[config.mk]
export PLATFORM = sky130hd
export DESIGN_NAME = bia_div
export DESIGN_NICKNAME = d
export VERILOG_FILES = /design/src/design/bia_pkg.sv /design/src/design/bia_div.sv
export SDC_FILE = /design/constraint.sdc
export NUM_CORES = 1
export LEC_CHECK = 0
export BUFFER_PORTS_ARGS = -buffer_cell sky130_fd_sc_hd__buf_2
export CORE_ASPECT_RATIO = 1.25
export CORE_MARGIN = 5
export CORE_UTILIZATION = 30
export CTS_BUF_LIST = sky130_fd_sc_hd__clkbuf_16
export DETAILED_ROUTE_END_ITERATION = 8
export PLACE_DENSITY = 0.49
export SETUP_SLACK_MARGIN = 0.02
export SYNTH_ARGS = -nofsm -noshare
export SYNTH_HDL_FRONTEND = slang
export SYNTH_SLANG_ARGS = --single-unit
[constraint.sdc]
create_clock -name i_clk -period 2.4 [get_ports i_clk]
set_input_delay 0.24 -clock i_clk [delete_from_list [all_inputs] [get_ports i_clk]]
set_output_delay 0.24 -clock i_clk [all_outputs]
set_load 0.01 [all_outputs]
[src/design/bia_pkg.sv]
// Shared types, constants and register codes for the horizontal image alignment block.
package bia_pkg;

    localparam int BIA_MAX_COLS   = 64;
    localparam int BIA_MAX_ROWS   = 64;
    localparam int BIA_PIXEL_BITS = 16;

    localparam int PIX_W      = 16;
    localparam int ROW_W      = 6;
    localparam int COL_W      = 6;
    localparam int DIM_W      = 7;
    localparam int S_DATA_W   = 16;
    localparam int M_DATA_W   = 32;
    localparam int CFG_DATA_W = 32;
    localparam int CFG_ADDR_W = 4;
    localparam int RESET_DIM  = 32;

    typedef logic [1:0] t_reg_idx;
    localparam t_reg_idx REG_ALIGN_MODE = 2'd0;
    localparam t_reg_idx REG_IMAGE_COLS = 2'd1;
    localparam t_reg_idx REG_IMAGE_ROWS = 2'd2;

    localparam logic OP_LOAD        = 1'b0;
    localparam logic OP_FETCH       = 1'b1;
    localparam logic MODE_ORIGIN    = 1'b0;
    localparam logic MODE_CENTER    = 1'b1;
    localparam logic STATUS_OK      = 1'b0;
    localparam logic STATUS_REFUSED = 1'b1;

    typedef enum logic [2:0] {
        S_IDLE,
        S_CHECK,
        S_LOAD_DIV,
        S_CENT_DIV,
        S_DRAIN_DIV,
        S_READ,
        S_EMIT
    } t_state;

    typedef struct packed {
        logic busy;
        logic done;
    } t_div_stat;

endpackage

[src/design/bia_div.sv]
// Shared restoring divider, one quotient bit per cycle.
module bia_div #(
    parameter int DIVIDEND_W = 22,
    parameter int DIVISOR_W  = 14
) (
    input  logic                     i_clk,
    input  logic                     i_rst_n,
    input  logic                     i_start,
    input  logic [DIVIDEND_W-1:0]    i_dividend,
    input  logic [DIVISOR_W-1:0]     i_divisor,
    output bia_pkg::t_div_stat       o_stat,
    output logic [DIVIDEND_W-1:0]    o_quotient,
    output logic [DIVISOR_W-1:0]     o_remainder
);
    import bia_pkg::*;

    localparam int CNT_W = $clog2(DIVIDEND_W + 1);

    logic [DIVISOR_W-1:0]  r_divisor;
    logic [DIVISOR_W-1:0]  r_rem;
    logic [DIVIDEND_W-1:0] r_quo;
    logic [CNT_W-1:0]      r_cnt;
    logic                  r_busy;
    logic                  r_done;
    logic [DIVISOR_W:0]    w_trial;
    logic [DIVISOR_W:0]    w_diff;
    logic                  w_fit;

    always_comb begin
        w_trial = {r_rem, r_quo[DIVIDEND_W-1]};
        w_diff  = w_trial - {1'b0, r_divisor};
        w_fit   = (w_trial >= {1'b0, r_divisor});
    end

    always_ff @(posedge i_clk) begin
        if (!i_rst_n) begin
            r_busy <= 1'b0;
            r_done <= 1'b0;
            r_cnt  <= '0;
        end else begin
            r_done <= 1'b0;
            if (i_start) begin
                r_busy <= 1'b1;
                r_cnt  <= CNT_W'(DIVIDEND_W);
            end else if (r_busy) begin
                r_cnt <= r_cnt - 1'b1;
                if (r_cnt == CNT_W'(1)) begin
                    r_busy <= 1'b0;
                    r_done <= 1'b1;
                end
            end
        end
    end

    // Shift in one dividend bit, subtract the divisor when it fits
    always_ff @(posedge i_clk) begin
        if (i_start) begin
            r_quo     <= i_dividend;
            r_rem     <= '0;
            r_divisor <= i_divisor;
        end else if (r_busy) begin
            r_quo <= {r_quo[DIVIDEND_W-2:0], w_fit};
            r_rem <= w_fit ? w_diff[DIVISOR_W-1:0] : w_trial[DIVISOR_W-1:0];
        end
    end

    assign o_stat.busy = r_busy;
    assign o_stat.done = r_done;
    assign o_quotient  = r_quo;
    assign o_remainder = r_rem;

endmodule

==> run_results.csv <==
group,metric,value,unit
clock_network,clockBufferDepth,2,
status,status,"completed",
finish,diodes,0,
timing,fin_ws,0.0944,ns
synth,synthArstFlopShare,0,
place,gp_congestion,0.781,
clock_network,clk_latency,0.33,ns
synth,synth_adder_area_share,0.0760,
power,ir_drop,0.000350,V
finish,drive_gt1_frac,0.456,
clock_network,cts_tree,"yes",
detailed_routing,drtPass1Iterations,4,
clock_network,cts_inserted_buffers,9,
timing,maxSlewViolCount,0,
global_route,antenna_found_initial,0,
synth,yosys-mux-area-fraction,0.120,
detailed_routing,vias,2459,
timing,finalHoldViolCount,0,
place,placed_cell_area,0.00383,mm^2
die,pin_count,77,
synth,yosys_warnings,0,
synth,synth_simple_gate_area_frac,0.100,
die,die-area,0.0123,mm^2
clock_network,cts_max_level,3,
power,intPower,2.23,mW
setup_path,required,2.59,ns
detailed_routing,drtAntennaViolNets,0,
synth,yosysUniqueCellTypes,47,
timing,final.period_utilization,0.961,
die,core.rowCount,41,
synth,syn_inst,277,
synth,avgSynthCellArea,11.1,um^2
timing,finalSetupViolations,0,
synth,synth_compound_gate_area_share,0.123,
finish,design_area,0.00429,mm^2
setup_path,reg2reg_slack,0.09,ns
timing,post-route-min-period,2.31,ns
power,combinationalPowerShare,0.195,
synth,synth_xor_area_frac,0.0400,
die,initial_core_util,0.305,
synth,syn_area,0.00306,mm^2
clock_network,cts_root_buf,"clkbuf_16",
die,die_w,100,um
setup_path,critPathArrivalTime,2.50,ns
clock_network,numClockSinks,57,
setup_path,end_kind,"register",
timing,fmax,0.434,GHz
timing,fin_hold_ws,0.0846,ns
synth,synth_edf_count,36,
place,dp_hpwl,5630,um
synth,synth_nets,334,
finish,fin_util,0.427,
hold_path,min_path_type,"input port to register",
global_route,grt_pass1_vias,2531,
detailed_routing,drc_errors,0,
finish,syn_to_final_growth,40.2,%
setup_path,worstSetupPathType,"register to register",
power,p_clk_frac,0.416,
global_route,grt.total_usage,0.125,
run,cap_violations,0,
finish,final_nets,453,
detailed_routing,wl_per_cell,14.3,um
synth,yosys_register_bits,57,
place,place_ws,-0.0426,ns
global_route,grt_overflow_total,0,
die,core_area,0.0101,mm^2
power,total_power,3.03,mW
clock_network,postCtsHoldBufs,0,
timing,relSlewSlack,0.613,
synth,synth_top_family_by_area,"compound AO/OA/AOI/OAI gates",
setup_path,startpoint_type,"register",
setup_path,worst-r2r-cell-count,11,
global_route,grt_pass1_wl,11800,um
detailed_routing,initialDrtViolationCount,72,
global_route,grt_max_degree,23,
place,numPortBuffers,76,
power,leakage,1.82,nW
hold_path,holdPathStages,1,
power,pwr-share-seq,0.389,
detailed_routing,routed_wl,7570,um
synth,synth-seq-area-share,0.490,
timing,tightestPinTransition,0.579,ns
die,die_height,123,um
power,p_sw_frac,0.265,
timing,rsz0062_at_grt,"yes",
timing,clock_skew,0.00618,ns
power,switchingPower,0.801,mW
detailed_routing,via_per_inst,4.64,
synth,ys.flop_type,"edfxtp_1",
clock_network,clkSlewWorstSetupHoldPaths,0.05,ns
power,powerDensity,705,mW/mm^2
setup_path,crit_fanout,3,
[state kept, by name, indices dropped and copies added (netlist names)]
signal       cells
o_quotient      22
r_divisor       14
r_cnt            5
r_busy           1
o_remainder     14
r_done           1
[what timing repair did]
action / CTS / global route
pin swaps: 2 / 11
endpoints found under the setup margin: 2 / 15
cloned: 0 / 1
resized for setup: 2 / 27
setup buffers: 1 / 3
[path summary, 6_finish.rpt]
kind / startpoint / to
setup reg to reg: o_quotient[21]$_DFFE_PP_ / o_remainder[12]$_SDFFE_PP0P_
setup / recovery: o_quotient[21]$_DFFE_PP_ / o_remainder[12]$_SDFFE_PP0P_
hold / removal: i_divisor[13] / r_divisor[13]$_DFFE_PP_
hold reg to reg: o_remainder[4]$_SDFFE_PP0P_ / o_remainder[4]$_SDFFE_PP0P_
[placed cells by master, fill, tap and decap left out, types with 3 or more instances in the layout]
cell type / instances
dfxtp_1: 21
nand3_1: 5
inv_1: 21
a21oi_1: 12
edfxtp_1: 36
buf_2: 76
buf_6: 3
nor3_1: 6
a21o_1: 3
mux2_2: 22
nor2_1: 24
nand2_1: 15
xor2_1: 3
clkbuf_16: 9
o211ai_1: 3
ha_1: 11
a211oi_1: 6
o21ai_0: 8
ha_4: 6
inv_2: 3
xnor2_1: 11
clkinvlp_4: 3
mux2i_1: 11
buf_4: 39
[cell usage after synthesis (3+ instances only)]
master     n  area share
a211oi_1   8       0.020
a21o_1     3      0.0074
a21oi_1   15       0.025
clkbuf_1   5      0.0061
dfxtp_1   21        0.14
edfxtp_1  36        0.35
ha_1      17       0.069
inv_1     24       0.029
mux2_2    22       0.081
mux2i_1   12       0.039
nand2_1   15       0.018
nand3_1    5      0.0082
nor2_1    24       0.029
nor3_1     6      0.0098
o211ai_1   3      0.0074
o21ai_0   10       0.016
xnor2_1   11       0.031
xor2_1     3      0.0086
[cell type report]
| class | count | area [um^2] |
|---|---|---|
| inverters | 24 | 90.1 |
| clock buffers | 9 | 225 |
| multi-input cells | 186 | 1540 |
| clock inverters | 7 | 71.3 |
| repair buffers | 118 | 707 |
| flip-flops and latches | 57 | 1500 |
| well taps | 129 | 161 |
| fillers | 1011 | 5760 |
[critical path, stage by stage (launching register included)]
cell,delay [ns]
edfxtp_1,0.39
inv_2,0.12
ha_4,0.14
inv_2,0.03
fa_2,0.36
a211oi_4,0.28
o21ai_1,0.11
a211o_1,0.29
a21oi_2,0.15
xnor2_1,0.08
mux2i_1,0.14
o22ai_1,0.08
[power by group through the flow]
stage,Sequential [mW],Combinational (mW),Clock [mW]
4_1_cts,1.18,0.557,1.29
3_5_place_dp,1.19,0.549,0
5_1_grt,1.19,0.656,1.33
2_1_floorplan,1.22,0.302,0
3_3_place_gp,1.19,0.545,0
6_report,1.18,0.591,1.26
[routing by layer]
| metal | wire, um | vias to the layer above | global-route usage |
|---|---|---|---|
| met5 | 0 | - | 0 |
| met4 | 146 | 0 | 0.0531 |
| met3 | 495 | 10 | 0.0491 |
| met2 | 3700 | 60 | 0.210 |
| met1 | 3230 | 1152 | 0.140 |
| li1 | - | 1237 | - |
[through the flow]
stage / std cells / setup TNS, ns
floorplan: 277 / 0
global placement: 510 / -0.0224
detailed placement: 510 / -0.0712
CTS: 527 / 0
global route: 530 / -0.0582
finish: 530 / 0
[cells by family after synthesis]
kind of cell,Yosys count
xor gates and xnor gates,14
adders and majority gates,18
muxes,34
DFF,57
AOI/OAI and AO/OA,56
and+or+nand+nor,64
buffers and inverters,34
(Power assumes the default switching activity.)
